--- src/sv/bsst_pkg.sv ---
`default_nettype none
package bsst_pkg;

  localparam int CAP_W   = 11;
  localparam int VALUE_W = 32;
  localparam int COUNT_W = 11;
  localparam int GAP_W   = 32;

  typedef logic signed [VALUE_W-1:0] value_t;
  typedef logic        [GAP_W-1:0]   gap_t;
  typedef logic        [COUNT_W-1:0] count_t;
  typedef logic        [CAP_W-1:0]   cap_t;

  localparam logic ST_STORED = 1'b0;
  localparam logic ST_FULL   = 1'b1;

  localparam gap_t GAP_INIT = '1;

  function automatic gap_t gap_of(input value_t a, input value_t b);
    gap_t d;
    d = (a >= b) ? gap_t'(a - b) : gap_t'(b - a);
    return d;
  endfunction

endpackage
`default_nettype wire

--- src/sv/bsst_in_if.sv ---
`default_nettype none
interface bsst_in_if;
  logic             valid;
  logic             ready;
  bsst_pkg::value_t value;

  modport source (output valid, output value, input ready);
  modport sink   (input valid, input value, output ready);
endinterface
`default_nettype wire

--- src/sv/bsst_front.sv ---
`default_nettype none
module bsst_front (
  input  wire logic             clk,
  input  wire logic             rst_n,
  bsst_in_if.sink               in_ch,
  output logic                  q_valid,
  input  wire logic             q_ready,
  output bsst_pkg::value_t      q_value
);
  import bsst_pkg::*;

  value_t     slot_r [2];
  logic       wr_ptr_r;
  logic       rd_ptr_r;
  logic [1:0] fill_r;
  logic       push;
  logic       pop;

  assign in_ch.ready = (fill_r != 2'd2);
  assign q_valid     = (fill_r != 2'd0);
  assign q_value     = slot_r[rd_ptr_r];

  assign push = in_ch.valid && in_ch.ready;
  assign pop  = q_valid && q_ready;

  always_ff @(posedge clk) begin
    if (!rst_n) begin
      wr_ptr_r <= 1'b0;
      rd_ptr_r <= 1'b0;
      fill_r   <= 2'd0;
    end else begin
      if (push) begin
        wr_ptr_r <= ~wr_ptr_r;
      end
      if (pop) begin
        rd_ptr_r <= ~rd_ptr_r;
      end
      unique case ({push, pop})
        2'b10:   fill_r <= fill_r + 2'd1;
        2'b01:   fill_r <= fill_r - 2'd1;
        default: fill_r <= fill_r;
      endcase
    end
  end

  // word storage needs no reset
  always_ff @(posedge clk) begin
    if (push) begin
      slot_r[wr_ptr_r] <= in_ch.value;
    end
  end

endmodule
`default_nettype wire

--- src/flat_wrapper.sv ---
// flat-port wrapper written by rule: the top's interface ports become plain ports
module bsst_front_flat import bsst_pkg::*;
  (clk, rst_n, q_valid, q_ready, q_value, in_ch_valid, in_ch_value, in_ch_ready);
  bsst_in_if in_ch_i ();
  input  wire logic clk;
  input  wire logic rst_n;
  output logic q_valid;
  input  wire logic q_ready;
  output bsst_pkg::value_t q_value;
  input wire logic [$bits(in_ch_i.valid)-1:0] in_ch_valid;
  input wire logic [$bits(in_ch_i.value)-1:0] in_ch_value;
  output wire logic [$bits(in_ch_i.ready)-1:0] in_ch_ready;
  assign in_ch_i.valid = in_ch_valid;
  assign in_ch_i.value = in_ch_value;
  assign in_ch_ready = in_ch_i.ready;
  bsst_front u_core (.clk(clk), .rst_n(rst_n), .in_ch(in_ch_i), .q_valid(q_valid), .q_ready(q_ready), .q_value(q_value));
endmodule
--- config.mk ---
export PLATFORM = sky130hd
export DESIGN_NAME = bsst_front_flat
export DESIGN_NICKNAME = d
export VERILOG_FILES = /design/src/sv/bsst_pkg.sv /design/src/sv/bsst_in_if.sv /design/src/sv/bsst_front.sv /design/src/flat_wrapper.sv
export SDC_FILE = /design/constraint.sdc
export NUM_CORES = 1
export LEC_CHECK = 0
export BUFFER_PORTS_ARGS = -buffer_cell sky130_fd_sc_hd__clkbuf_2
export CAP_MARGIN = 20
export CORE_ASPECT_RATIO = 1.25
export CORE_MARGIN = 2
export CORE_UTILIZATION = 50
export DETAILED_ROUTE_END_ITERATION = 8
export GPL_TIMING_DRIVEN = 0
export PLACE_DENSITY_LB_ADDON = 0.2
export RECOVER_POWER = 50
export SYNTH_ARGS = -nofsm -noshare
export SYNTH_HDL_FRONTEND = slang
export SYNTH_SLANG_ARGS = --single-unit
--- constraint.sdc ---
create_clock -name clk -period 2.5 [get_ports clk]
set_clock_uncertainty 0.1 [all_clocks]
set_input_delay 0.75 -clock clk [delete_from_list [all_inputs] [get_ports clk]]
set_output_delay 0.75 -clock clk [all_outputs]
set_load 0.01 [all_outputs]
==> impl_metrics.yaml, run 1 <==
clocking:
  cts_made_buffers: 9
  cts_tree: "done"
  cts-htree-levels: 3
  holdBufCountCts: 0
  cts_num_sinks: 69
  clockBufferDepth: 2
  clkTransAtPathRegs_ns: 0.06
  root_buffer: "clkbuf_8"
  clk_latency_ns: 0.33
  postCtsResizedCells: 0
  cts_setup_buffers: 0
place:
  io_buffers: 69
  pre_cts_ws_ns: 0.148
  place_congestion: 0.641
  dp_cells: 257
  placed_area_um2: 2990
  dp_hpwl_um: 2950
timing:
  setup_viol: 0
  hold_viol: 0
  fin_crit_sh_pct: 92.8
  tightest_slew_ns: 0.927
  slew_headroom_pct: 38.2
  worst_slack_ns: 0.180
  final_max_slew_viol_count: 0
  tns_ns: 0
  rsz0062_at_grt: "false"
  fin_hold_ws_ns: 0.451
  fmax_ghz: 0.431
  fin_crit_ns: 2.32
yosys:
  ys_ff_latch: 69
  synth_top_cell_by_area: "edfxtp_1"
  synth_top_family_by_area: "multiplexers"
  synthCells: 124
  yosysUniqueCellTypes: 22
  yosysTopAreaCellShare_pct: 75.8
  synth-compound-area-share_pct: 1.48
  yosys.area_share.xor_xnor_pct: 1.04
  synth-adder-area-share_pct: 0.493
  synth.area.top_cells: "edfxtp_1 76%, mux2_2 13%, dfxtp_1 3.9%, xnor2_1 1.0%, mux2_1 0.89%"
  muxShareOfSynthArea_pct: 14.2
  synth_area_um2: 2540
  synth.yosys.seq_area_share_pct: 79.7
  yosys.area_share.simple_pct: 2.17
  ys_warn_count: 0
  postSynthAreaPerCell_um2: 20.5
  postSynthNetCount: 161
critical_path:
  crit_buf_inv: 2
  critical_path.slowest_cell: "dfxtp_1"
  worstSetupPathType: "reg -> out"
  worstPathMaxFanout: 10
  critPathRequiredTime_ns: 1.65
  critPathMaxStageDelay_ns: 0.42
  crit_path_start_kind: "flop"
  path_delay_family: "flip-flops"
  worstSetupEndpointType: "primary output"
  crit_arrival_ns: 1.47
  path_cells: "buf_4 -> mux2_2 -> clkbuf_2"
floorplanning:
  ios: 70
  core_um2: 4970
  initial_core_util_pct: 51.0
  die_w_um: 67.7
  row_count: 29
  dieArea_um2: 5660
  dieHeight_um: 83.6
layout:
  final_nets: 242
  nFillCells: 383
  final_common_cell: "edfxtp_1"
  drive_gt1_share_pct: 46.2
  final_cell_area_um2: 3120
  n_antenna_cell: 0
  stdcell_count: 272
  final_cell_mix: "64 x edfxtp_1, 48 x clkbuf_2, 30 x mux2_2"
  syn_to_final_growth_pct: 23.0
power_and_ir_drop:
  power_density_nw_per_um2: 1000
  ir_drop_v: 0.000532
  static-leakage-power_nw: 1.15
grt:
  grt_pass1_wl_um: 6210
  grtUsageTotal_pct: 15.7
  busiest_layer: "met2"
  antenna_found_initial: 0
  grt_max_degree: 21
  grtUsageMet1_pct: 15.5
  overflow: 0
  gr-usage-met3_pct: 5.80
  grt_pass1_vias: 1431
  use_met2_pct: 27.2
route:
  ant_nets: 0
  vias: 1329
  drtPass1Iterations: 4
  wl_um: 4120
  routed_via_density: 4.89
  wl_per_cell_um: 15.1
  drt_iter0_drc: 56
  drc: 0
job:
  cap_violations: 0
status:
  run_status: "complete, no violations"
min_path:
  hp-class: "reg -> reg"
==> cells in the mapped netlist <==
cell type / count
nand2_1: 1
a21bo_2: 1
buf_2: 3
o21ai_0: 1
a21boi_0: 1
mux2_2: 30
ha_1: 1
inv_1: 1
clkbuf_1: 1
or2_2: 1
nor2b_1: 2
or3_1: 1
mux2_1: 2
edfxtp_1: 64
nand3b_1: 1
a21boi_1: 1
nand2b_1: 1
and2_1: 1
o21a_1: 1
dfxtp_1: 5
and3_1: 1
xnor2_1: 3
==> metrics by stage <==
step	util (%)	power, mW
2_1_floorplan	-	2.10
3_3_place_gp	59.5	2.38
3_5_place_dp	60.1	2.44
4_1_cts	63.2	3.16
5_1_grt	62.8	3.29
6_report	62.8	3.12
==> area by class of cell <==
type | instances | area (um2) | share of cell area, %
well taps | 62 | 77.6 | 2.49
clock inverters | 3 | 15.0 | 0.481
clock buffers | 13 | 139 | 4.45
inverters | 1 | 3.75 | 0.120
plain buffers | 3 | 22.5 | 0.722
flip-flops and latches | 69 | 2020 | 64.8
repair buffers | 71 | 349 | 11.2
multi-input cells | 50 | 492 | 15.8
==> cell families after synthesis <==
| family | after synthesis |
|---|---|
| flip-flops | 69 |
| multiplexers | 32 |
| AND/OR/NAND/NOR | 9 |
| AO/OA/AOI/OAI | 5 |
| buffers and inverters | 5 |
| XOR/XNOR | 3 |
| adder cells (fa/ha/maj) | 1 |
==> tightest hold or removal path, delay by kind of cell (launching register included) <==
| kind | cells | cell delay [ns] |
|---|---|---|
| compound gates | 2 | 0.16 |
| flops | 1 | 0.34 |
==> worst paths after layout <==
path	startpoint	cells past startpoint	slack, ns	to
min reg2reg	u_core.fill_r[1]	2	0.45	u_core.fill_r[1]
max reg2reg	u_core.fill_r[0]	3	0.39	u_core.slot_r[1][8]
min	u_core.fill_r[1]	2	0.45	u_core.fill_r[1]
max	flop	3	0.18	q_value[17]
==> layer usage <==
layer / vias to the layer above / part of all wire (%)
met5: - / 0
met1: 631 / 38
li1: 645 / -
met4: 0 / 1.9
met2: 44 / 54
met3: 9 / 6.4
==> where the power goes <==
part	internal (mW)	switching (mW)	total (mW)
clock network	0.356	0.361	0.717
logic	0.433	0.441	0.873
registers	1.46	0.0662	1.53
==> sequential cells by signal, indices dropped and copies added (netlist names), named ones only <==
name             cells
u_core.wr_ptr_r      1
u_core.fill_r        2
u_core.rd_ptr_r      1
u_core.slot_r       64
Note: power is estimated with default switching activity, not from simulation.
==> run 2, diff against run 1 <==
--- a/config.mk
+++ b/config.mk
@@ -10,10 +10,11 @@
 export CORE_ASPECT_RATIO = 1.25
 export CORE_MARGIN = 2
 export CORE_UTILIZATION = 50
+export CTS_BUF_LIST = sky130_fd_sc_hd__clkbuf_8
 export DETAILED_ROUTE_END_ITERATION = 8
 export GPL_TIMING_DRIVEN = 0
 export PLACE_DENSITY_LB_ADDON = 0.2
-export RECOVER_POWER = 50
+export RECOVER_POWER = 25
 export SYNTH_ARGS = -nofsm -noshare
 export SYNTH_HDL_FRONTEND = slang
 export SYNTH_SLANG_ARGS = --single-unit
==> run 2 against run 1 <==
Effect of this change:
- sequential share of layout area is 0.28 points lower
- final area is 0.44% higher
- setup slack better by 0.0019 ns
- register-to-register slack hardly changed
- critical path type unchanged
- largest cell class unchanged
- routed wire length hardly changed
- count of clock-buffer cells in the layout is 4 lower
- combinational power is 0.6% higher
==> impl_metrics.yaml, run 2 (synthesis gave the netlist of run 1 again) <==
floorplanning:
  core_um2: 4970
  initial_core_util_pct: 51.0
  row_count: 29
  dieHeight_um: 83.6
  dieArea_um2: 5660
  ios: 70
  die_w_um: 67.7
min_path:
  min_from: "u_core.fill_r[1]"
  min_path_cells: 2
  holdPathEnd: "u_core.fill_r[1]"
  hp-class: "reg -> reg"
place:
  pre_cts_ws_ns: 0.148
  dp_hpwl_um: 2950
  place_congestion: 0.641
  io_buffers: 69
layout:
  final_cell_mix: "64 x edfxtp_1, 59 x clkbuf_2, 30 x mux2_2"
  drive_gt1_share_pct: 51.4
  largest_reg_flops: 64
  syn_to_final_growth_pct: 23.6
  reg.largest.list: "u_core.slot_r (64), u_core.fill_r (2)"
  final_nets: 242
  multiInputGateArea_um2: 492
  final_common_cell: "edfxtp_1"
  regMostFlops: "u_core.slot_r"
  n_antenna_cell: 0
  postLayoutCoreUtil_pct: 63.1
  ff_latch_area_um2: 2020
  nFillCells: 379
timing:
  worst_slack_ns: 0.182
  final_max_slew_viol_count: 0
  rsz0062_at_grt: "false"
  fmax_ghz: 0.431
  setup_viol: 0
  tightest_slew_ns: 0.944
  slew_headroom_pct: 37.1
  hold_viol: 0
  fin_crit_sh_pct: 92.7
  fin_crit_ns: 2.32
grt:
  antenna_found_initial: 0
  grt_pass1_vias: 1431
  overflow: 0
  grt_pass1_wl_um: 6210
  grt_max_degree: 21
  grtUsageTotal_pct: 15.7
clocking:
  root_buffer: "clkbuf_8"
  clkTransAtPathRegs_ns: 0.06
  cts_made_buffers: 9
  cts_tree: "done"
  clk_latency_ns: 0.33
  clockBufferDepth: 2
  cts_num_sinks: 69
  cts-htree-levels: 3
route:
  wl_per_cell_um: 15.1
  vias: 1337
  wl_um: 4120
  routed_via_density: 4.92
  drc: 0
  ant_nets: 0
  drtPass1Iterations: 4
  drt_iter0_drc: 58
critical_path:
  worstSetupEndpointType: "primary output"
  crit_arrival_ns: 1.47
  worstSetupPathType: "reg -> out"
  regToRegSetupSlack_ns: 0.38
  r2r_end: "u_core.slot_r[1][6]"
  critPathRequiredTime_ns: 1.65
  worstPathMaxFanout: 10
  rr_worst_depth: 3
  r2r_start: "u_core.fill_r[0]"
  crit_path_start_kind: "flop"
power_and_ir_drop:
  ir_drop_v: 0.000529
  power_density_nw_per_um2: 992
  static-leakage-power_nw: 1.20
status:
  run_status: "complete, no violations"
job:
  cap_violations: 0
[run 2: cell count changes in the layout (fill, tap and decap cells not counted), sizes merged]
cell | before | now
inv | 1 | 5
clkbuf | 82 | 78
[run 2: cell type report]
class	count	share of cell area [%]
Clock buffer	9	3.95
Buffer	3	0.719
Sequential cell	69	64.5
Timing Repair Buffer	71	11.6
Tap cell	62	2.48
Multi-Input combinational cell	50	15.7
Clock inverter	7	0.958
Inverter	1	0.120
[run 2: per-stage QoR]
step	setup TNS, ns	instance area [um2]	power [mW]	hold WS (ns)	instances
6_report	0	3130	3.11	0.446	272
5_1_grt	0	3130	3.28	0.460	272
4_1_cts	-0.675	3140	3.15	0.454	273
3_5_place_dp	0	2990	2.44	0.439	257
3_3_place_gp	-0.920	2960	2.38	0.387	255
2_1_floorplan	0	2540	2.10	0.379	124
[run 2: worst max path at each step]
stage	start	endpoint	slack, ns
global route	flop	q_value[1]	0.07
floorplan	in_ch_valid	u_core.slot_r[1][0]	0.42
CTS	flop	q_value[17]	-0.04
detailed placement	in_ch_valid	u_core.slot_r[1][27]	0.15
global placement	in_ch_valid	u_core.slot_r[1][27]	-0.03
finish	flop	q_value[17]	0.18
[run 2: timing repair]
action	CTS	global route
gates cloned	0	0
setup endpoints to repair	29	30
resized for setup	0	6
hold buffers	0	0
setup buffers	0	0
[run 2: per-layer routing]
metal	track usage [%]	part of all wire [%]	vias up
met5	0	0	-
met4	8.91	1.8	0
met3	5.80	6.5	9
met2	27.2	55	44
met1	15.5	37	639
li1	-	-	645
[run 2: critical path: stages, from the launching register on]
cell      delay [ns]
dfxtp_1         0.42
buf_4           0.23
mux2_2          0.35
clkbuf_2        0.14
[run 2: report_power, final]
part           internal [mW]  switching [mW]
clock                  0.339           0.362
sequential              1.46          0.0661
combinational          0.436           0.441
==> run 3, diff against run 2 <==
--- a/config.mk
+++ b/config.mk
@@ -9,7 +9,7 @@
 export CAP_MARGIN = 20
 export CORE_ASPECT_RATIO = 1.25
 export CORE_MARGIN = 2
-export CORE_UTILIZATION = 50
+export CORE_UTILIZATION = 30
 export CTS_BUF_LIST = sky130_fd_sc_hd__clkbuf_8
 export DETAILED_ROUTE_END_ITERATION = 8
 export GPL_TIMING_DRIVEN = 0
==> run 3 against run 2 <==
Effect of this change:
- register-to-register slack better by 0.23 ns
- clock power is 37% higher
- critical path depth stayed put
- final area is 2.4% higher
- global-route usage is 5.4 points lower
- combinational power is 1% lower
- core utilization is 24 points lower
- power is 7.9% higher
- routed wire length is 9.2% higher
- non-clock buffer count is 2 lower
- setup slack worse by 0.037 ns
- critical path type unchanged
- critical endpoint is now q_value[2]
==> impl_metrics.yaml, run 3 (synthesis gave the netlist of run 1 again) <==
clocking:
  clkTransAtPathRegs_ns: 0.07
  cts_num_sinks: 69
  cts_tree: "done"
  clk_latency_ns: 0.34
  cts-htree-levels: 3
  postCtsResizedCells: 3
  cts_made_buffers: 9
  holdBufCountCts: 0
  cts_setup_buffers: 0
  clockBufferDepth: 2
  root_buffer: "clkbuf_8"
timing:
  fmax_ghz: 0.425
  setup_viol: 0
  fin_crit_sh_pct: 94.2
  tightest_slew_ns: 0.845
  fin_hold_ws_ns: 0.417
  rsz0062_at_grt: "false"
  hold_viol: 0
  final_max_slew_viol_count: 0
  slew_headroom_pct: 43.7
  fin_crit_ns: 2.36
  tns_ns: 0
power_and_ir_drop:
  switchingPower_mw: 0.913
  clkPwrFrac_pct: 28.7
  p_int_mw: 2.44
  swShare_pct: 27.2
  power_density_nw_per_um2: 1050
  static-leakage-power_nw: 1.20
  pwr-share-comb_pct: 25.9
  power_frac_seq_pct: 45.4
  ir_drop_v: 0.000473
grt:
  grtUsageTotal_pct: 10.4
  overflow: 0
  grt_pass1_wl_um: 6840
  grt_pass1_vias: 1378
  grt_max_degree: 33
  antenna_found_initial: 0
critical_path:
  cp-endpoint: "q_value[2]"
  worstSetupPathType: "reg -> out"
  crit_arrival_ns: 1.51
  worstSetupEndpointType: "primary output"
  r2r_start: "u_core.fill_r[0]"
  rr_worst_depth: 2
  r2r_end: "u_core.slot_r[1][8]"
  crit_path_start_kind: "flop"
  critPathRequiredTime_ns: 1.65
  worstPathMaxFanout: 10
  regToRegSetupSlack_ns: 0.61
place:
  place_congestion: 0.636
  io_buffers: 69
  dp_hpwl_um: 2870
min_path:
  min_path_cells: 2
  hp-class: "reg -> reg"
layout:
  final_cell_mix: "64 x edfxtp_1, 58 x clkbuf_2, 30 x mux2_2"
  syn_to_final_growth_pct: 26.5
  final_common_cell: "edfxtp_1"
  largest_reg_flops: 64
  reg.largest.list: "u_core.slot_r (64), u_core.fill_r (2)"
  final_nets: 240
  n_antenna_cell: 0
  regMostFlops: "u_core.slot_r"
  drive_gt1_share_pct: 52.9
floorplanning:
  row_count: 37
  dieHeight_um: 107
  die_w_um: 86.2
  ios: 70
  initial_core_util_pct: 30.8
  core_um2: 8240
  dieArea_um2: 9210
route:
  vias: 1359
  drtPass1Iterations: 2
  drc: 0
  wl_um: 4500
  ant_nets: 0
  routed_via_density: 4.46
  drt_iter0_drc: 55
  wl_per_cell_um: 14.8
job:
  cap_violations: 0
status:
  run_status: "complete, no violations"
[run 3: cell types whose count changed in the layout (fill, tap and decap cells not counted), moves of 2 or more]
cell       change
buf_8          -2
bufinv_16      +2
clkinv_4       +2
inv_1          -4
[run 3: routing by layer]
| layer | routed length (um) | GRT usage [%] | vias to the layer above |
|---|---|---|---|
| met1 | 1760 | 10.5 | 672 |
| met4 | 135 | 7.03 | 0 |
| li1 | - | - | 638 |
| met2 | 2380 | 17.7 | 39 |
| met3 | 231 | 3.62 | 10 |
| met5 | 0 | 0 | - |
[run 3: layout make-up]
| cell class | count | area, um2 |
|---|---|---|
| inverters | 1 | 3.75 |
| multi-input cells | 50 | 493 |
| flip-flops and latches | 69 | 2020 |
| plain buffers | 3 | 22.5 |
| clock buffers | 9 | 124 |
| repair buffers | 69 | 332 |
| fillers | 809 | 5030 |
| clock inverters | 7 | 91.3 |
| well taps | 97 | 121 |
[run 3: critical path, stage by stage (launching register included)]
cell and delay, ns:
dfxtp_1 0.43, buf_4 0.24, mux2_2 0.35, clkbuf_2 0.14
[run 3: worst min path at each step]
stage	from	end	slack (ns)
after floorplan	u_core.fill_r[1]	u_core.fill_r[1]	0.38
after global routing	in_ch_value[12]	u_core.slot_r[1][12]	0.47
final	u_core.fill_r[1]	u_core.fill_r[1]	0.42
after global placement	u_core.fill_r[1]	u_core.fill_r[1]	0.40
after detailed placement	u_core.fill_r[1]	u_core.fill_r[1]	0.41
after CTS	u_core.fill_r[1]	u_core.fill_r[1]	0.43
[run 3: power by group through the flow]
stage | Combinational, mW | Sequential, mW | Clock, mW
2_1_floorplan | 0.573 | 1.53 | 0
3_3_place_gp | 0.893 | 1.54 | 0
3_5_place_dp | 0.896 | 1.54 | 0
4_1_cts | 0.899 | 1.53 | 0.994
5_1_grt | 0.949 | 1.54 | 1.05
6_report | 0.869 | 1.52 | 0.964
[run 3: per-stage QoR]
stage | cell area, um2 | setup slack, ns | util (%) | total power, mW | cells
2_1_floorplan | 2540 | 0.424 | - | 2.10 | 124
3_3_place_gp | 3000 | -0.248 | 36.4 | 2.43 | 290
3_5_place_dp | 3000 | 0.279 | 36.5 | 2.44 | 290
4_1_cts | 3220 | 0.0790 | 39.1 | 3.42 | 305
5_1_grt | 3210 | 0.0274 | 38.9 | 3.54 | 305
6_report | 3210 | 0.145 | 38.9 | 3.35 | 305
