## src/sv/bsst_pkg.sv

```systemverilog
`default_nettype none
package bsst_pkg;

  localparam int CAP_W   = 11;
  localparam int VALUE_W = 32;
  localparam int COUNT_W = 11;
  localparam int GAP_W   = 32;

  typedef logic signed [VALUE_W-1:0] value_t;
  typedef logic        [GAP_W-1:0]   gap_t;
  typedef logic        [COUNT_W-1:0] count_t;
  typedef logic        [CAP_W-1:0]   cap_t;

  localparam logic ST_STORED = 1'b0;
  localparam logic ST_FULL   = 1'b1;

  localparam gap_t GAP_INIT = '1;

  function automatic gap_t gap_of(input value_t a, input value_t b);
    gap_t d;
    d = (a >= b) ? gap_t'(a - b) : gap_t'(b - a);
    return d;
  endfunction

endpackage
`default_nettype wire

```

## src/sv/bsst_out_if.sv

```systemverilog
`default_nettype none
interface bsst_out_if;
  logic             valid;
  logic             ready;
  logic             status;
  bsst_pkg::count_t count;
  logic             spans_valid;
  bsst_pkg::gap_t   shortest;
  bsst_pkg::gap_t   longest;

  modport source (output valid, output status, output count, output spans_valid,
                  output shortest, output longest, input ready);
  modport sink   (input valid, input status, input count, input spans_valid,
                  input shortest, input longest, output ready);
endinterface
`default_nettype wire

```

## src/sv/bsst_cfg_if.sv

```systemverilog
`default_nettype none
interface bsst_cfg_if;
  logic           valid;
  logic           ready;
  bsst_pkg::cap_t data;

  modport source (output valid, output data, input ready);
  modport sink   (input valid, input data, output ready);
endinterface
`default_nettype wire

```

## src/sv/bsst_back.sv

```systemverilog
`default_nettype none
module bsst_back #(
  parameter int MAX_ENTRIES = 1024
) (
  input  wire logic                           clk,
  input  wire logic                           rst_n,
  bsst_cfg_if.sink                            cfg_ch,
  input  wire logic                           q_valid,
  output logic                                q_ready,
  input  wire bsst_pkg::value_t               q_value,
  bsst_out_if.source                          out_ch,
  output logic                                ram_wr_en,
  output logic [$clog2(MAX_ENTRIES)-1:0]      ram_wr_addr,
  output bsst_pkg::value_t                    ram_wr_data,
  output logic                                ram_rd_en,
  output logic [$clog2(MAX_ENTRIES)-1:0]      ram_rd_addr,
  input  wire bsst_pkg::value_t               ram_rd_data
);
  import bsst_pkg::*;

  localparam int AW    = $clog2(MAX_ENTRIES);
  localparam int CNT_W = $clog2(MAX_ENTRIES + 1);
  localparam int CMP_W = (CNT_W > CAP_W) ? CNT_W : CAP_W;

  typedef enum logic [2:0] {
    S_IDLE, S_SCAN, S_DRAIN, S_FINISH, S_RESULT
  } state_t;

  state_t             state_r;
  cap_t               capacity_r;
  logic [CNT_W-1:0]   held_r;
  value_t             least_r;
  value_t             greatest_r;
  gap_t               best_r;
  value_t             val_r;
  logic               status_r;
  logic [AW-1:0]      addr_r;
  logic               rd_pend_r;
  logic               gap_v_r;
  gap_t               gap_r;

  logic               out_valid_r;
  logic               out_status_r;
  count_t             out_count_r;
  logic               out_spans_r;
  gap_t               out_shortest_r;
  gap_t               out_longest_r;

  logic [CMP_W-1:0]   cap_eff;
  logic               full;
  logic               spans;
  logic               out_free;

  always_comb begin
    cap_eff = (CMP_W'(capacity_r) > CMP_W'(MAX_ENTRIES)) ? CMP_W'(MAX_ENTRIES)
                                                         : CMP_W'(capacity_r);
  end

  assign full     = CMP_W'(held_r) >= cap_eff;
  assign spans    = held_r >= CNT_W'(2);
  assign out_free = !out_valid_r || out_ch.ready;

  assign cfg_ch.ready = 1'b1;
  assign q_ready      = (state_r == S_IDLE);

  assign ram_rd_en   = (state_r == S_SCAN);
  assign ram_rd_addr = addr_r;
  assign ram_wr_en   = (state_r == S_FINISH);
  assign ram_wr_addr = held_r[AW-1:0];
  assign ram_wr_data = val_r;

  assign out_ch.valid       = out_valid_r;
  assign out_ch.status      = out_status_r;
  assign out_ch.count       = out_count_r;
  assign out_ch.spans_valid = out_spans_r;
  assign out_ch.shortest    = out_shortest_r;
  assign out_ch.longest     = out_longest_r;

  always_ff @(posedge clk) begin
    if (!rst_n) begin
      state_r     <= S_IDLE;
      capacity_r  <= '0;
      held_r      <= '0;
      least_r     <= '0;
      greatest_r  <= '0;
      best_r      <= GAP_INIT;
      rd_pend_r   <= 1'b0;
      gap_v_r     <= 1'b0;
      out_valid_r <= 1'b0;
    end else begin
      if (cfg_ch.valid) begin
        capacity_r <= cfg_ch.data;
      end
      // the result state reloads the register itself when it is free
      if (out_valid_r && out_ch.ready && (state_r != S_RESULT)) begin
        out_valid_r <= 1'b0;
      end

      // compare pipeline: gap of returned word, then fold into best
      rd_pend_r <= (state_r == S_SCAN);
      gap_v_r   <= rd_pend_r;
      if (rd_pend_r) begin
        gap_r <= gap_of(val_r, ram_rd_data);
      end
      if (gap_v_r && (gap_r < best_r)) begin
        best_r <= gap_r;
      end

      unique case (state_r)
        S_IDLE: begin
          if (q_valid) begin
            val_r  <= q_value;
            addr_r <= '0;
            priority if (full) begin
              status_r <= ST_FULL;
              state_r  <= S_RESULT;
            end else if (held_r == '0) begin
              status_r <= ST_STORED;
              state_r  <= S_FINISH;
            end else begin
              status_r <= ST_STORED;
              state_r  <= S_SCAN;
            end
          end
        end
        S_SCAN: begin
          addr_r <= addr_r + AW'(1);
          if (CNT_W'(addr_r) == held_r - CNT_W'(1)) begin
            state_r <= S_DRAIN;
          end
        end
        S_DRAIN: begin
          if (!rd_pend_r && !gap_v_r) begin
            state_r <= S_FINISH;
          end
        end
        S_FINISH: begin
          if (held_r == '0) begin
            least_r    <= val_r;
            greatest_r <= val_r;
          end else begin
            if (val_r < least_r) begin
              least_r <= val_r;
            end
            if (val_r > greatest_r) begin
              greatest_r <= val_r;
            end
          end
          held_r  <= held_r + CNT_W'(1);
          state_r <= S_RESULT;
        end
        S_RESULT: begin
          if (out_free) begin
            out_valid_r    <= 1'b1;
            out_status_r   <= status_r;
            out_count_r    <= COUNT_W'(held_r);
            out_spans_r    <= spans;
            out_shortest_r <= spans ? best_r : '0;
            out_longest_r  <= spans ? gap_t'(greatest_r - least_r) : '0;
            state_r        <= S_IDLE;
          end
        end
        default: state_r <= S_IDLE;
      endcase
    end
  end

`ifndef SYNTHESIS
  a_held_bound: assert property (@(posedge clk) disable iff (!rst_n)
    held_r <= CNT_W'(MAX_ENTRIES))
    else $error("held count beyond store depth");

  a_scan_in_range: assert property (@(posedge clk) disable iff (!rst_n)
    (state_r == S_SCAN) |-> (CNT_W'(addr_r) < held_r))
    else $error("scan reads an entry never written");

  a_store_only_when_room: assert property (@(posedge clk) disable iff (!rst_n)
    ram_wr_en |-> (CMP_W'(held_r) < cap_eff))
    else $error("store written while set full");

  a_held_changes_on_store: assert property (@(posedge clk) disable iff (!rst_n)
    (held_r != $past(held_r)) |-> $past(state_r == S_FINISH))
    else $error("held count moved outside a store");
`endif

endmodule
`default_nettype wire

```

## src/flat_wrapper.sv

```systemverilog
// flat-port wrapper written by rule: the top's interface ports become plain ports
module bsst_back_flat import bsst_pkg::*;
#(
  parameter int MAX_ENTRIES = 1024
)
  (clk, rst_n, q_valid, q_ready, q_value, ram_wr_en, ram_wr_addr, ram_wr_data, ram_rd_en, ram_rd_addr, ram_rd_data, cfg_ch_valid, cfg_ch_data, cfg_ch_ready, out_ch_valid, out_ch_status, out_ch_count, out_ch_spans_valid, out_ch_shortest, out_ch_longest, out_ch_ready);
  bsst_cfg_if cfg_ch_i ();
  bsst_out_if out_ch_i ();
  input  wire logic clk;
  input  wire logic rst_n;
  input  wire logic q_valid;
  output logic q_ready;
  input  wire bsst_pkg::value_t q_value;
  output logic ram_wr_en;
  output logic [$clog2(MAX_ENTRIES)-1:0] ram_wr_addr;
  output bsst_pkg::value_t ram_wr_data;
  output logic ram_rd_en;
  output logic [$clog2(MAX_ENTRIES)-1:0] ram_rd_addr;
  input  wire bsst_pkg::value_t ram_rd_data;
  input wire logic [$bits(cfg_ch_i.valid)-1:0] cfg_ch_valid;
  input wire logic [$bits(cfg_ch_i.data)-1:0] cfg_ch_data;
  output wire logic [$bits(cfg_ch_i.ready)-1:0] cfg_ch_ready;
  output wire logic [$bits(out_ch_i.valid)-1:0] out_ch_valid;
  output wire logic [$bits(out_ch_i.status)-1:0] out_ch_status;
  output wire logic [$bits(out_ch_i.count)-1:0] out_ch_count;
  output wire logic [$bits(out_ch_i.spans_valid)-1:0] out_ch_spans_valid;
  output wire logic [$bits(out_ch_i.shortest)-1:0] out_ch_shortest;
  output wire logic [$bits(out_ch_i.longest)-1:0] out_ch_longest;
  input wire logic [$bits(out_ch_i.ready)-1:0] out_ch_ready;
  assign cfg_ch_i.valid = cfg_ch_valid;
  assign cfg_ch_i.data = cfg_ch_data;
  assign cfg_ch_ready = cfg_ch_i.ready;
  assign out_ch_valid = out_ch_i.valid;
  assign out_ch_status = out_ch_i.status;
  assign out_ch_count = out_ch_i.count;
  assign out_ch_spans_valid = out_ch_i.spans_valid;
  assign out_ch_shortest = out_ch_i.shortest;
  assign out_ch_longest = out_ch_i.longest;
  assign out_ch_i.ready = out_ch_ready;
  bsst_back #(.MAX_ENTRIES(MAX_ENTRIES)) u_core (.clk(clk), .rst_n(rst_n), .cfg_ch(cfg_ch_i), .q_valid(q_valid), .q_ready(q_ready), .q_value(q_value), .out_ch(out_ch_i), .ram_wr_en(ram_wr_en), .ram_wr_addr(ram_wr_addr), .ram_wr_data(ram_wr_data), .ram_rd_en(ram_rd_en), .ram_rd_addr(ram_rd_addr), .ram_rd_data(ram_rd_data));
endmodule
```

## config.mk

```make
export PLATFORM = sky130hd
export DESIGN_NAME = bsst_back_flat
export DESIGN_NICKNAME = d
export VERILOG_FILES = /design/src/sv/bsst_pkg.sv /design/src/sv/bsst_out_if.sv /design/src/sv/bsst_cfg_if.sv /design/src/sv/bsst_back.sv /design/src/flat_wrapper.sv
export SDC_FILE = /design/constraint.sdc
export NUM_CORES = 1
export LEC_CHECK = 0
export BUFFER_PORTS_ARGS = -buffer_cell sky130_fd_sc_hd__buf_4
export CORE_MARGIN = 2
export CORE_UTILIZATION = 45
export CTS_BUF_LIST = sky130_fd_sc_hd__clkbuf_8
export DETAILED_ROUTE_END_ITERATION = 8
export PLACE_DENSITY = 0.68
export SLEW_MARGIN = 30
export SYNTH_ARGS = -nofsm -noshare
export SYNTH_HDL_FRONTEND = slang
export SYNTH_SLANG_ARGS = --single-unit
```

## constraint.sdc

```tcl
create_clock -name clk -period 6.6 [get_ports clk]
set_clock_uncertainty 0.15 [all_clocks]
set_input_delay 0.33 -clock clk [delete_from_list [all_inputs] [get_ports clk]]
set_output_delay 0.33 -clock clk [all_outputs]
set_load 0.01 [all_outputs]
```

==> flow_summary.json, run 1 <==
{
  "multiInputGateArea_mm2": 0.00988,
  "report.power.total_mw": 6.31,
  "ant_nets": 0,
  "outcome": "complete, no violations",
  "numPortBuffers": 212,
  "grt_pass1_wl_um": 77900,
  "clk_pin_slew_ns": 0.07,
  "worst_slack_ns": 2.41,
  "layout-drive-gt1-share": 0.154,
  "num_io_pins": 214,
  "finalSetupViolations": 0,
  "post_cts_buffers": 0,
  "rsz0062_at_grt": "no",
  "worstPathArrival_ns": 4.43,
  "gr-total-overflow": 0,
  "htreeDepth": 2,
  "drc": 0,
  "synthToLayoutAreaGrowth_pct": 18.6,
  "avgSynthCellArea_um2": 9.42,
  "fmax_ghz": 0.239,
  "antenna_cells": 0,
  "fill_cells": 3524,
  "required_ns": 6.84,
  "synth_top_family_by_area": "compound AO/OA/AOI/OAI gates",
  "cts.sinks": 276,
  "synth_ff_type": "edfxtp_1",
  "final-seq-area_mm2": 0.00705,
  "critPathMaxFanout": 23,
  "die_w_um": 205,
  "finalCritPeriodShare": 0.635,
  "ctsResizeCount": 0,
  "synth_compound_area_frac": 0.175,
  "critPathCaptureType": "register",
  "grt_max_degree": 93,
  "tightestPinTransition_ns": 0.937,
  "vias": 14759,
  "ys_types": 85,
  "synth-seq-area-share": 0.389,
  "synthMuxAreaShare": 0.0475,
  "synth_area_mm2": 0.0181,
  "coreArea_mm2": 0.0397,
  "drv_slew": 0,
  "grt_pass1_vias": 14926,
  "vias_per_cell": 5.41,
  "synth_enable_flop_cells": 152,
  "slowest_stage": "a21oi_2",
  "fin_area_mm2": 0.0215,
  "cts-root-buf": "clkbuf_8",
  "synth-simple-area-share": 0.139,
  "cp_cell_sequence": "inv_1 -> ha_1 -> a21oi_1 -> o21ai_1 -> a22oi_1 -> o211ai_2 -> a21oi_2 -> buf_4 -> nor3_2 -> o31ai_2 -> a31oi_1 -> xnor2_1",
  "ys_async_sr_fraction": 0,
  "cts_tree": "yes",
  "ys_warn_count": 0,
  "hp-class": "primary input to register",
  "clk_latency_ns": 0.65,
  "place.gp.congestion": 0.888,
  "fin_setup_tns_ns": 0,
  "synthesis.nets": 2210,
  "start_util": 0.456,
  "synth_xor_area_frac": 0.0382,
  "routedWlPerCell_um": 18.1,
  "critPathKind": "register to register",
  "peakVddDrop_mv": 0.308,
  "cts_made_buffers": 49,
  "hpwlAfterDp_um": 37200,
  "gr-usage-all-layers": 0.234,
  "max_cap_viol_count": 0,
  "pre_cts_slack_ns": 2.45,
  "cts.path.max_buffers": 3,
  "synth_seq_cells": 276,
  "wirelength_um": 49300,
  "rows": 73,
  "hold_viol": 0,
  "slew_headroom": 0.374,
  "antenna_found_initial": 0,
  "critPathMaxStageDelay_ns": 0.70,
  "place_area_mm2": 0.0200,
  "first_pass_iters": 5,
  "drtIter0Drc": 846,
  "dieArea_mm2": 0.0419,
  "p_per_area_mw_per_mm2": 294,
  "period_minus_slack_ns": 4.19,
  "synth_adder_area_share": 0.144,
  "nNetsFinal": 2451,
  "start_kind": "register",
  "synthCells": 1924,
  "die_h_um": 205,
  "p_leak_nw": 9.89
}
## cell families after synthesis
family | count (synthesis)
muxes | 86
other | 1
DFF | 276
buffers and inverters | 273
AOI/OAI and AO/OA | 478
and+or+nand+nor | 525
xor gates and xnor gates | 79
adders and majority gates | 206
## cells in the mapped netlist (6+ instances only)
master / count / area share
nor2b_1: 24 / 0.0083
mux2i_1: 86 / 0.048
a21o_1: 87 / 0.036
xnor2_1: 48 / 0.023
dfxtp_1: 124 / 0.14
o21bai_1: 27 / 0.011
o211ai_1: 35 / 0.015
a211oi_1: 14 / 0.0058
and4_1: 7 / 0.0034
nor2_1: 133 / 0.028
inv_1: 184 / 0.038
o31ai_1: 10 / 0.0041
a31oi_1: 12 / 0.0041
or3_1: 11 / 0.0038
buf_4: 22 / 0.0091
nand4_1: 35 / 0.012
and2_1: 19 / 0.0066
a21oi_1: 136 / 0.038
nand2b_1: 14 / 0.0048
buf_2: 19 / 0.0052
and3_1: 15 / 0.0052
o21ai_0: 71 / 0.020
nor3_1: 20 / 0.0055
nand2_1: 200 / 0.041
o21ai_1: 7 / 0.0019
ha_1: 203 / 0.14
a211o_1: 6 / 0.0029
nand3_1: 18 / 0.0050
edfxtp_1: 152 / 0.25
xor2_1: 31 / 0.015
o21a_1: 10 / 0.0041
buf_6: 11 / 0.0068
clkbuf_1: 31 / 0.0064
## report_power, final
group / switching (mW) / internal (mW)
Combinational: 1.47 / 1.11
Clock: 0.759 / 0.789
Sequential: 0.154 / 2.03
Total: 2.39 / 3.93
## layout by cell type (no fill, tap or decap), types with 56 or more instances in the layout
master	netlist	routed
ha_1	203	203
buf_4	22	220
clkbuf_8	0	56
mux2i_1	86	86
a21oi_1	136	136
a21o_1	87	87
o21ai_0	71	71
nor2_1	133	132
dfxtp_1	124	124
dlygate4sd3_1	0	57
nand2_1	200	200
edfxtp_1	152	152
inv_1	184	199
## layout make-up
type                            count  area share
Clock buffer                       56      0.0359
Sequential cell                   276       0.328
Timing Repair Buffer              278       0.105
Tap cell                          525      0.0306
Clock inverter                     35     0.00850
Multi-Input combinational cell   1375       0.460
Inverter                          185      0.0323
## through the flow
step / std cells / utilization / hold WS (ns)
5_1_grt: 2730 / 0.541 / 0.0659
3_5_place_dp: 2582 / 0.502 / 0.270
4_1_cts: 2730 / 0.541 / 0.0113
2_1_floorplan: 1924 / - / 0.250
3_3_place_gp: 2581 / 0.501 / 0.252
6_report: 2730 / 0.541 / 0.0789
## routing by layer
metal / wire length (µm) / up-vias / share of wire / global-route usage
met2: 22700 / 388 / 0.46 / 0.383
li1: - / 7308 / - / -
met1: 22400 / 6953 / 0.46 / 0.310
met5: 0 / - / 0 / 0
met4: 1820 / 0 / 0.037 / 0.0895
met3: 2340 / 110 / 0.047 / 0.0391
## critical path: cells and delay by family (launching register included)
kind            cells  cell delay [ns]
fa+ha+maj           1             0.44
buf+inv             2             0.51
compound gates      7             2.15
xor+xnor            1             0.15
simple gates        1             0.09
flops               1             0.46
## path summary, 6_finish.rpt
check	from	to	slack (ns)	depth (start not counted)
worst max-delay path	u_core.ram_wr_data[19]	u_core.gap_r[19]	2.41	12
worst min-delay path	rst_n	u_core.state_r[0]	0.08	3
worst max register to register	u_core.ram_wr_data[19]	u_core.gap_r[19]	2.41	12
worst min register to register	u_core.status_r	u_core.out_ch.status	0.30	0
## registers in the layout, summed over array words and instances, names as in the netlist
register / flops
u_core.out_ch.valid: 1
u_core.rd_pend_r: 1
u_core.held_r: 11
u_core.capacity_r: 11
u_core.ram_rd_addr: 10
u_core.least_r: 32
u_core.status_r: 1
u_core.gap_r: 32
u_core.out_ch.count: 11
u_core.greatest_r: 32
u_core.out_ch.longest: 32
u_core.out_ch.shortest: 32
u_core.out_ch.status: 1
u_core.gap_v_r: 1
u_core.best_r: 32
u_core.out_ch.spans_valid: 1
u_core.ram_wr_data: 32
u_core.state_r: 3
## repair_timing
action                     4_1_cts  5_1_grt
hold buffers                    57        0
hold endpoints to repair        46        0
setup endpoints to repair        0        0
Note: power is estimated with default switching activity, not from simulation.
==> run 2: changes to the inputs <==
- PLACE_DENSITY: 0.68 -> 0.71
- clock period: 6.6 -> 3.35 ns (I/O delays scaled with it)
==> run 2 against run 1 <==
Net effect:
- hold slack lost 0.025 ns
- setup slack lost 2.2 ns
- die area is the same
- clock power grew 100%
- sequential share of layout area shrank 1.6 points
- largest cell class unchanged
- combinational power grew 110%
- flip-flop and latch count is the same
- register-to-register slack lost 2.2 ns
- highest routed layer unchanged
- wire length grew 4.0%
- total power grew 100%
- count of clock-buffer cells in the layout shrank 2
- critical path depth is the same
==> flow_summary.json, run 2 (synthesized netlist as in run 1, its figures left out) <==
{
  "outcome": "complete, no violations",
  "drtIter0Drc": 926,
  "grt_max_degree": 100,
  "grt_pass1_vias": 15552,
  "nNetsFinal": 2577,
  "multiInputGateArea_mm2": 0.00995,
  "die_w_um": 205,
  "grt_pass1_wl_um": 81300,
  "antenna_cells": 0,
  "p_leak_nw": 10.6,
  "fmax_ghz": 0.316,
  "dieArea_mm2": 0.0419,
  "gr-usage-all-layers": 0.244,
  "die_h_um": 205,
  "layout-drive-gt1-share": 0.191,
  "drv_slew": 0,
  "reg2regPathDepth": 12,
  "slowest_stage": "dlygate4sd3_1",
  "final-seq-area_mm2": 0.00705,
  "crit_top_cell": "a21o_1",
  "critPathKind": "register to register",
  "pre_cts_slack_ns": -0.176,
  "critPathMaxFanout": 7,
  "critPathCaptureType": "register",
  "rsz0062_at_grt": "no",
  "cp_top_family": "compound AO/OA/AOI/OAI gates",
  "finalCritPeriodShare": 0.946,
  "wirelength_um": 51300,
  "start_util": 0.456,
  "min_path_cells": 4,
  "htreeDepth": 2,
  "hpwlAfterDp_um": 38500,
  "rows": 73,
  "cts_made_buffers": 49,
  "cts-root-buf": "clkbuf_8",
  "tightestPinTransition_ns": 0.587,
  "critPathBufInv": 3,
  "gr-total-overflow": 0,
  "worst-path-stages": 12,
  "synthToLayoutAreaGrowth_pct": 24.8,
  "clk_pin_slew_ns": 0.06,
  "numPortBuffers": 212,
  "antenna_found_initial": 0,
  "layout_common_cells": "319 x buf_4, 212 x inv_1, 203 x ha_1",
  "final_cells": 2857,
  "cts.path.max_buffers": 3,
  "p_per_area_mw_per_mm2": 569,
  "dpl.cell_count": 2685,
  "start_kind": "register",
  "clk_latency_ns": 0.65,
  "hold_viol": 0,
  "slew_headroom": 0.605,
  "hp-class": "primary input to register",
  "coreArea_mm2": 0.0397,
  "cp_cell_sequence": "inv_1 -> ha_1 -> nand2b_1 -> a21o_1 -> a21o_1 -> a21o_1 -> a21oi_1 -> o21ai_0 -> a31oi_1 -> buf_4 -> a31oi_1 -> dlygate4sd3_1",
  "critPathMaxStageDelay_ns": 0.58,
  "period_minus_slack_ns": 3.17,
  "first_pass_iters": 5,
  "fill_cells": 3455,
  "cts_tree": "yes",
  "worstPathArrival_ns": 3.55,
  "ant_nets": 0,
  "cts.sinks": 276,
  "timing.hold.ws_ns": 0.0541,
  "num_io_pins": 214,
  "vias": 15454,
  "peakVddDrop_mv": 0.450,
  "vias_per_cell": 5.41,
  "max_cap_viol_count": 0,
  "finalSetupViolations": 0,
  "routedWlPerCell_um": 17.9,
  "worst_slack_ns": 0.182,
  "drc": 0,
  "required_ns": 3.73,
  "place.gp.congestion": 0.926,
  "final_common_cell": "buf_4"
}
run 2: cell types whose count changed in the layout (fill, tap and decap cells not counted), sizes merged:
cell / previous run / this run
buf: 221 / 326
dlygate4sd3: 57 / 78
inv: 201 / 214
clkinv: 17 / 5
bufinv: 0 / 2
clkbuf: 56 / 54
run 2: power by group:
part           total, mW  switching, mW  internal (mW)
logic               5.52           3.06           2.46
clock network       3.11           1.47           1.64
registers           4.24          0.247           3.99
run 2: final cells by class:
| class | instances | area share |
|---|---|---|
| timing repair buffer | 404 | 0.146 |
| sequential | 276 | 0.312 |
| tap | 525 | 0.0290 |
| multi-input combinational | 1375 | 0.440 |
| inverter | 185 | 0.0307 |
| clock buffer | 54 | 0.0329 |
| clock inverter | 38 | 0.00963 |
run 2: through the flow:
| step | area, µm² | setup TNS, ns | power [mW] | util |
|---|---|---|---|---|
| global placement | 20800 | -4.08 | 9.50 | 0.523 |
| global route | 22600 | 0 | 13.7 | 0.569 |
| floorplan | 18100 | 0 | 8.03 | - |
| CTS | 22500 | 0 | 12.8 | 0.567 |
| finish | 22600 | 0 | 12.9 | 0.569 |
| detailed placement | 20800 | -4.74 | 9.58 | 0.523 |
run 2: path summary, 6_finish.rpt:
check | start | endpoint | slack (ns)
worst max-delay path | u_core.held_r[0] | u_core.state_r[2] | 0.18
worst min-delay path | ram_rd_data[26] | u_core.gap_r[26] | 0.05
worst max register to register | u_core.held_r[0] | u_core.state_r[2] | 0.18
worst min register to register | u_core.status_r | u_core.out_ch.status | 0.27
run 2: routing by layer:
| metal | vias to the layer above | GRT usage | share of wire |
|---|---|---|---|
| met5 | - | 0 | 0 |
| met3 | 117 | 0.0398 | 0.057 |
| met1 | 7304 | 0.322 | 0.44 |
| met2 | 492 | 0.401 | 0.47 |
| li1 | 7541 | - | - |
| met4 | 0 | 0.0927 | 0.034 |
run 2: worst min-delay path, stage by stage:
cell and delay [ns]:
buf_4 0.09, ha_1 0.20, buf_4 0.17, xnor2_1 0.11
run 2: what timing repair did:
item                                    4_1_cts  5_1_grt
endpoints found under the setup margin       32       33
hold buffers                                 78        0
endpoints found under the hold margin       101        0
buffers inserted                              0        2
pin swaps                                     0        1
resized for setup                             3       13
